### config.mk
export PLATFORM = sky130hd
export DESIGN_NAME = smix_round
export DESIGN_NICKNAME = d
export VERILOG_FILES = /design/src/sv/smix_pkg.sv /design/src/sv/smix_round.sv
export SDC_FILE = /design/constraint.sdc
export NUM_CORES = 1
export LEC_CHECK = 0
export ABC_AREA = 1
export BUFFER_PORTS_ARGS = -buffer_cell sky130_fd_sc_hd__buf_2
export CAP_MARGIN = 10
export CORE_AREA = 2 2 118 120
export DETAILED_ROUTE_END_ITERATION = 8
export DIE_AREA = 0 0 120 122
export GPL_ROUTABILITY_DRIVEN = 1
export PLACE_DENSITY = 0.54
export SLEW_MARGIN = 10
export SYNTH_ARGS = -nofsm -noshare
export SYNTH_HDL_FRONTEND = slang
export SYNTH_SLANG_ARGS = --single-unit
### constraint.sdc
create_clock -name clk -period 3.14 [get_ports clk]
set_clock_uncertainty 0.15 [all_clocks]
set_input_delay 0.471 -clock clk [delete_from_list [all_inputs] [get_ports clk]]
set_output_delay 0.471 -clock clk [all_outputs]
set_load 0.05 [all_outputs]
### src/sv/smix_pkg.sv
// ----------------------------------------------------------------------------
// smix_pkg: shared types and constants for the stereo pan mixer
// Holds the sample and gain types, the configuration register bundle, the
// stage enable bundle and the register indexes of the configuration port.
// ----------------------------------------------------------------------------
package smix_pkg;

  localparam int MAX_CH    = 4;
  localparam int SAMPLE_W  = 16;
  localparam int FIELD_W   = 16;
  localparam int MG_W      = 32;
  localparam int FACTOR_W  = 16;
  localparam int SCALED_W  = 48;
  localparam int GAIN_W    = 24;
  localparam int TERM_W    = 41;
  localparam int SUM_W     = 43;
  localparam int OUT_SHIFT = 16;
  localparam int REG_IDX_W = 3;
  localparam int CFG_W     = 64;

  localparam logic [REG_IDX_W-1:0] REG_MASTER_GAIN   = 3'd0;
  localparam logic [REG_IDX_W-1:0] REG_CHANNEL_GAINS = 3'd1;
  localparam logic [REG_IDX_W-1:0] REG_CHANNEL_PANS  = 3'd2;
  localparam logic [REG_IDX_W-1:0] REG_MUTE_MASK     = 3'd3;
  localparam logic [REG_IDX_W-1:0] REG_SOLO_CHANNEL  = 3'd4;

  localparam logic [15:0] MASTER_RESET = 16'd4096;
  localparam logic [63:0] GAINS_RESET  = 64'h4000_4000_4000_4000;
  localparam logic [63:0] PANS_RESET   = 64'h0;
  localparam logic [3:0]  MUTE_RESET   = 4'h0;
  localparam logic [2:0]  SOLO_NONE    = 3'd4;

  // Unity pan factor in Q.14 and the half LSB used when dropping 24 bits.
  localparam logic signed [FIELD_W-1:0] PAN_UNITY  = 16'sd16384;
  localparam logic [SCALED_W-1:0]       ROUND_Q24  = 48'h80_0000;
  localparam logic signed [SUM_W-1:0]   ROUND_Q16  = 43'sd32768;
  localparam logic signed [SAMPLE_W-1:0] OUT_MAX   = 16'sh7fff;
  localparam logic signed [SAMPLE_W-1:0] OUT_MIN   = 16'sh8000;

  typedef logic signed [SAMPLE_W-1:0] sample_t;
  typedef logic [MG_W-1:0]            mg_t;
  typedef logic [FACTOR_W-1:0]        factor_t;
  typedef logic [GAIN_W-1:0]          gain_t;
  typedef logic signed [TERM_W-1:0]   term_t;
  typedef logic signed [SUM_W-1:0]    sum_t;

  typedef struct packed {
    logic [15:0] master;
    logic [63:0] gains;
    logic [63:0] pans;
    logic [3:0]  mute;
    logic [2:0]  solo;
  } cfg_t;

  // Load enables of the five pipeline stages.
  typedef struct packed {
    logic s1;
    logic s2;
    logic s3;
    logic s4;
    logic s5;
  } stage_en_t;

endpackage

### src/sv/smix_round.sv
// ----------------------------------------------------------------------------
// smix_round: rounding and saturation
// Rounds the Q.31 sums half up to Q.15, saturates both to 16 bits and
// holds the finished word in the output register.
// ----------------------------------------------------------------------------
module smix_round (
  input  logic                clk,
  input  smix_pkg::stage_en_t en,
  input  smix_pkg::sum_t      sum_l,
  input  smix_pkg::sum_t      sum_r,
  output smix_pkg::sample_t   left_q,
  output smix_pkg::sample_t   right_q,
  output logic                clip_q
);
  import smix_pkg::*;

  localparam int RW = SUM_W - OUT_SHIFT;

  sum_t              biased_l;
  sum_t              biased_r;
  logic signed [RW-1:0] round_l;
  logic signed [RW-1:0] round_r;
  logic              hi_l;
  logic              lo_l;
  logic              hi_r;
  logic              lo_r;
  sample_t           left_next;
  sample_t           right_next;

  always_comb begin
    biased_l = sum_l + ROUND_Q16;
    biased_r = sum_r + ROUND_Q16;
    round_l  = biased_l[SUM_W-1:OUT_SHIFT];
    round_r  = biased_r[SUM_W-1:OUT_SHIFT];
    hi_l     = round_l > RW'(OUT_MAX);
    lo_l     = round_l < RW'(OUT_MIN);
    hi_r     = round_r > RW'(OUT_MAX);
    lo_r     = round_r < RW'(OUT_MIN);
    if (hi_l) begin
      left_next = OUT_MAX;
    end else if (lo_l) begin
      left_next = OUT_MIN;
    end else begin
      left_next = round_l[SAMPLE_W-1:0];
    end
    if (hi_r) begin
      right_next = OUT_MAX;
    end else if (lo_r) begin
      right_next = OUT_MIN;
    end else begin
      right_next = round_r[SAMPLE_W-1:0];
    end
  end

  always_ff @(posedge clk) begin
    if (en.s5) begin
      left_q  <= left_next;
      right_q <= right_next;
      clip_q  <= hi_l | lo_l | hi_r | lo_r;
    end
  end

endmodule

Word level (Yosys, flattened, before mapping):

Index checks and enable logic that the tools add are counted.

* flip-flop bits (word level): 33
* input bits: 92
* output and inout port bits: 33
* logic and storage cells: 14

* add/sub/neg operators: 2
* $lt $le $gt $ge: 4
* multiplexer cells: 2
* bitwise operators: 3

Operators by type and width (count)
* $add A43 B17 Y43 const B: 2
* $gt A27 B16 Y1 const B: 2
* $lt A27 B16 Y1 const B: 2
* $mux W16: 2
* $or A1 B1 Y1: 3

Longest topological paths before layout:

Gate-level depths: netlist (run 1).

* depth in word-level cells: 5
* gate-level depth with buffers: 16
* gate-level depth less buffers: 15

Least setup slack after synthesis (run 1):

OpenSTA, ideal clock, no wires.

* path type: input-to-reg
* from: input sum_r[15]
* to: register right_q[14] (data pin)
* library setup time: 258 ps
* arrival: 1807 ps
* required time: 2732 ps
* path slack: 925 ps
* cell stages on the path: 15
* path buffers: 1
* cell sequence: ha_1 > nand2_1 > nor2_4 > nand2_4 > nor2_8 > nand2_1 > nand2_1 > nand2_2 > inv_1 > nand3_2 > nor2_2 > nand3_2 > nand2_4 > buf_12 > nand2_1

* longest elaborated chain between the ends: 3
* elaborated cells on any way between the ends: 4
* those cells by class: add/sub (1); order compare (2); mux (1)

Ends and longest elaborated chain
* from (decl): line smix_round.sv:10 `input smix_pkg::sum_t sum_r,`
* $add A43 B17 Y43 (*): line smix_round.sv:32 `biased_r = sum_r + ROUND_Q16;`
* $lt A27 B16 Y1: line smix_round.sv:38 `lo_r = round_r < RW'(OUT_MIN);`
* $mux W16: line smix_round.sv:48 `end else if (lo_r) begin`
* to (signal assigned): line smix_round.sv:58 `right_q <= right_next;`
* to (decl): line smix_round.sv:12 `output smix_pkg::sample_t right_q,`

Every way passes the cells marked *; elsewhere a longest branch is shown, timed or not.
A chain may end at the register's enable or synchronous reset.

Worst setup path in the final report (run 1):

* from: input sum_r[15]
* to: register clip_q (data pin)

* longest elaborated chain between the ends: 4
* elaborated cells on any way between the ends: 5
* those cells by class: add/sub (1); order compare (2); bitwise (2)

Ends and longest elaborated chain
* $add A43 B17 Y43 (*): line smix_round.sv:32
* $gt A27 B16 Y1: line smix_round.sv:37 `hi_r = round_r > RW'(OUT_MAX);`
* $or A1 B1 Y1: line smix_round.sv:59 `clip_q <= hi_l | lo_l | hi_r | lo_r;`
* $or A1 B1 Y1 (*): line smix_round.sv:59
* to (signal assigned): line smix_round.sv:59
* to (decl): line smix_round.sv:13 `output logic clip_q`

Marks and branches as above.

==> results.yml, run 1 <==
job:
  maxCapViolCount: 0
global_routing:
  grt_pass1_vias: 3080
  grt_pass1_wl_mm: 14.5
  grt_max_degree: 34
  track_usage: 0.124
  globalRouteOverflowTotal: 0
  grt_antenna_before_repair: 0
drt:
  wl_mm: 9.10
  viasPerCell: 4.36
  drtAntennaViolNets: 0
  vias: 3239
  first_iter_violations: 220
  dr.pass1.iters: 5
  wire_per_inst_um: 12.3
  drc: 0
clock_network:
  cts.sink_count: 33
  cts_setup_buffers: 0
  hold_buffers: 0
  htreeDepth: 2
  clock_path_buffers: 2
  cts_root_buffer: "clkbuf_16"
  clk_pin_slew_ps: 60
  cts_buffers: 5
  cts_resized: 0
  cts_tree: "built"
power_and_ir_drop:
  comb_power_share: 0.271
  p_total_mw: 1.52
  p_seq_frac: 0.355
  p_per_area_nw_per_um2: 376
  clkPwrFrac: 0.373
  p_int_mw: 1.01
  leakage_nw: 1.79
  peakVddDrop_mv: 0.158
  p_switching_mw: 0.508
  p_sw_frac: 0.334
timing:
  fin_crit_sh: 0.756
  maxSlewViolCount: 0
  worstMarginPinSlew_ps: 745
  fmax_mhz: 422
  setup_tns_ps: 0
  slew_headroom: 0.503
  hold_violations: 0
  min_period_ps: 2370
  finalSetupViolCount: 0
  rsz0062_at_grt: "false"
synthesis:
  syn-num-nets: 563
  synth_area_um2: 3270
  netlist_top_cells_area: "edfxtp_1 (30%), nand2_1 (19%), nor2_1 (8.2%)"
  ys_ff_latch: 33
  yosysTopAreaCell: "edfxtp_1"
  seq_area_frac_synth: 0.303
  synth_area_per_cell_um2: 6.96
  yosysUniqueCellTypes: 33
  synth_warnings: 0
  synth_top_area_share: 0.303
  syn_inst: 469
cells_and_area:
  drive_above_1_share: 0.316
  nets: 656
  diodes: 0
  nFillCells: 1465
  multi_input_area_um2: 2070
  seqCellArea_um2: 991
  area_delta_synth_final_pct: 24.0
placement:
  routabilityCongestion: 0.909
  hpwl_mm: 7.69
  port_buffers: 90
worst_setup_path:
  crit_slowest_cell: "nand2_4"
  critPathLaunchType: "input pin"
  crit_chain: "buf_2, ha_1, nand2_1, nor2_4, nand2_4, inv_1, nand3_1, nand2_1, nand3_1, nor2_1, nand3_2, nand2_4, nand4_1"
  arrival_ps: 2240
  startpoint: "sum_r[15]"
  critPathCaptureType: "flip-flop"
  crit_path_max_fanout: 16
  cp_slowest_stage_delay_ps: 220
  critPathRequiredTime_ps: 3010
  critPathKind: "in -> reg"
floorplanning:
  io_pins: 125
  design.core.area_um2: 13500
  die_area_um2: 14600
  die_h_um: 122
  die_w_um: 120
  initial_core_util: 0.242
  row_count: 43
min_path:
  hp-class: "in -> reg"
  hp-start: "sum_l[42]"
run_status:
  status: "finished clean"
[registers in the layout (all words and copies together) (netlist names)]
register  cells
left_q       16
right_q      16
clip_q        1
[cells in the final DEF, fill, tap and decap left out, drive strengths merged, types with 12 or more instances in the layout]
cell type / instances
nand2: 194
nor2: 93
buf: 90
nand3: 40
inv: 39
edfxtp: 33
o21ai: 14
xor2: 12
xnor2: 12
[stage by stage]
stage                     hold WS [ps]  utilization  instance area [um2]  setup slack (ps)  cells
after floorplan                    433            -                 3270               925    469
after global placement             682        0.287                 3880               469    735
after detailed placement           684        0.287                 3880               456    735
after CTS                          393        0.300                 4050               762    743
after global routing               398        0.300                 4050               536    743
final                              393        0.300                 4050               768    743
[critical path, delay by kind of cell]
| kind | cells | cell delay [ps] |
|---|---|---|
| AND/OR/NAND/NOR | 10 | 1220 |
| adder cells (fa/ha/maj) | 1 | 200 |
| buffers and inverters | 2 | 330 |
[logic make-up after synthesis]
logic type	Yosys count	share of synthesized area
compound gates	20	0.0460
simple gates	347	0.510
xor+xnor	24	0.0690
fa+ha+maj	2	0.00766
flops	33	0.303
buf+inv	43	0.0640
[path summary, 6_finish.rpt]
kind         end  slack, ps  depth (start not counted)
max       clip_q        770                         13
min   left_q[15]        390                          2
[cells in the mapped netlist, drive strengths merged]
cell type  number
a21oi           1
buf             4
xnor2          12
o22ai           1
a21o            2
nand3b          6
nand2         194
and2            2
or2             2
inv            39
nand3          40
ha              2
nand4           4
nor3            6
nor2           93
xor2           12
edfxtp         33
o21ai          14
o21bai          2
[cell type report]
type / count / area share
well taps: 180 / 0.0556
clock inverters: 3 / 0.0114
clock buffers: 5 / 0.0309
flip-flops and latches: 33 / 0.245
repair buffers: 90 / 0.111
inverters: 39 / 0.0361
multi-input cells: 393 / 0.510
[power by group through the flow]
| stage | Combinational, mW | Clock [mW] | Sequential [mW] |
|---|---|---|---|
| 2_1_floorplan | 0.151 | 0 | 0.681 |
| 3_3_place_gp | 0.412 | 0 | 0.553 |
| 3_5_place_dp | 0.414 | 0 | 0.553 |
| 4_1_cts | 0.415 | 0.582 | 0.543 |
| 5_1_grt | 0.447 | 0.606 | 0.545 |
| 6_report | 0.413 | 0.569 | 0.541 |
[per-layer routing]
metal | vias up | global-route usage | routed length, um
li1 | 1685 | - | -
met1 | 1466 | 0.155 | 4150
met4 | 0 | 0.0221 | 53
met5 | - | 0 | 0
met3 | 5 | 0.0215 | 398
met2 | 83 | 0.226 | 4500
Note: power is estimated with default switching activity, not from simulation.
==> run 2, diff against run 1 <==
clock period = 2.4 ns   (was 3.14 ns; I/O delays follow)
==> results.yml, run 2 (same netlist as run 1, synthesis figures left out) <==
floorplanning:
  die_area_um2: 14600
  row_count: 43
  initial_core_util: 0.242
  die_h_um: 122
  design.core.area_um2: 13500
  die_w_um: 120
  io_pins: 125
cells_and_area:
  postLayoutCoreUtil: 0.312
  nFillCells: 1473
  mostFrequentLayoutCells: "nand2_1 (163), buf_2 (90), nor2_1 (71)"
  final_common_cell: "nand2_1"
  top_regs: "left_q x16, right_q x16, clip_q x1"
  area_delta_synth_final_pct: 29.2
  drive_above_1_share: 0.338
  diodes: 0
  nets: 675
drt:
  first_iter_violations: 182
  drc: 0
  drtAntennaViolNets: 0
  wire_per_inst_um: 12.1
  viasPerCell: 4.34
  wl_mm: 9.18
  vias: 3307
  dr.pass1.iters: 4
placement:
  dp_slack_ps: -15.6
  hpwl_mm: 7.79
  routabilityCongestion: 0.876
  port_buffers: 90
timing:
  fin_crit_sh: 0.877
  worstMarginPinSlew_ps: 755
  slew_headroom: 0.496
  hold_violations: 0
  rsz0062_at_grt: "false"
  fin_ws_ps: 296
  setup_tns_ps: 0
  fmax_mhz: 475
  maxSlewViolCount: 0
  finalSetupViolCount: 0
  min_period_ps: 2100
clock_network:
  hold_buffers: 0
  cts.sink_count: 33
  clock_path_buffers: 2
  cts_buffers: 5
  cts_tree: "built"
  cts_resized: 0
  htreeDepth: 2
  cts_setup_buffers: 0
  cts_root_buffer: "clkbuf_16"
  clk_pin_slew_ps: 60
min_path:
  hp-start: "sum_r[42]"
  hp-class: "in -> reg"
global_routing:
  grt_pass1_wl_mm: 14.8
  grt_antenna_before_repair: 0
  track_usage: 0.127
  grt_pass1_vias: 3108
  grt_max_degree: 34
  globalRouteOverflowTotal: 0
power_and_ir_drop:
  p_total_mw: 2.01
  peakVddDrop_mv: 0.216
  p_per_area_nw_per_um2: 478
  leakage_nw: 1.89
worst_setup_path:
  critPathCaptureType: "flip-flop"
  crit_path_end: "clip_q"
  startpoint: "sum_l[15]"
  critPathKind: "in -> reg"
  critPathLaunchType: "input pin"
  crit_path_max_fanout: 16
  critPathRequiredTime_ps: 2260
  arrival_ps: 1970
run_status:
  status: "finished clean"
job:
  maxCapViolCount: 0
-- run 2: how the worst min path moves through the flow --
stage / end / slack [ps] / cells past startpoint
2_1_floorplan: clip_q / 320 / 0
4_1_cts: right_q[15] / 280 / 3
6_report: right_q[15] / 280 / 3
5_1_grt: right_q[15] / 290 / 3
3_5_place_dp: right_q[15] / 570 / 3
3_3_place_gp: right_q[15] / 560 / 3
-- run 2: worst max-delay path, stage by stage --
cell and delay [ps]:
buf_2 90, ha_1 180, inv_1 90, nor2_4 190, nand2_1 80, nor2_1 140, nand2_1 70, nand2_1 70
nand3_1 90, nor2_1 150, nand3_1 120, nand2_2 90, buf_12 150, nand4_1 90
-- run 2: power breakdown --
group,switching [mW],total [mW],internal (mW)
sequential,0.0162,0.709,0.692
clock,0.255,0.746,0.491
combinational,0.399,0.559,0.160
-- run 2: metal layers --
metal | GRT usage | wire (um) | vias up | share of wire
li1 | - | - | 1724 | -
met1 | 0.157 | 4120 | 1510 | 0.45
met2 | 0.230 | 4610 | 69 | 0.50
met3 | 0.0267 | 418 | 4 | 0.046
met4 | 0.0206 | 38 | 0 | 0.0041
met5 | 0 | 0 | - | 0
-- run 2: layout make-up --
type                            count  area [um2]  area share
Inverter                           39         146      0.0347
Sequential cell                    33         991       0.235
Timing Repair Buffer              109         618       0.147
Multi-Input combinational cell    393        2070       0.490
Tap cell                          180         225      0.0534
Clock buffer                        5         125      0.0297
Clock inverter                      3        46.3      0.0110
-- run 2: per-stage QoR --
| step | std cells | hold WS (ps) | cell area [um2] |
|---|---|---|---|
| after CTS | 762 | 276 | 4220 |
| after global placement | 754 | 563 | 4050 |
| after floorplan | 469 | 322 | 3270 |
| final | 762 | 283 | 4220 |
| after global routing | 762 | 286 | 4220 |
| after detailed placement | 754 | 571 | 4050 |
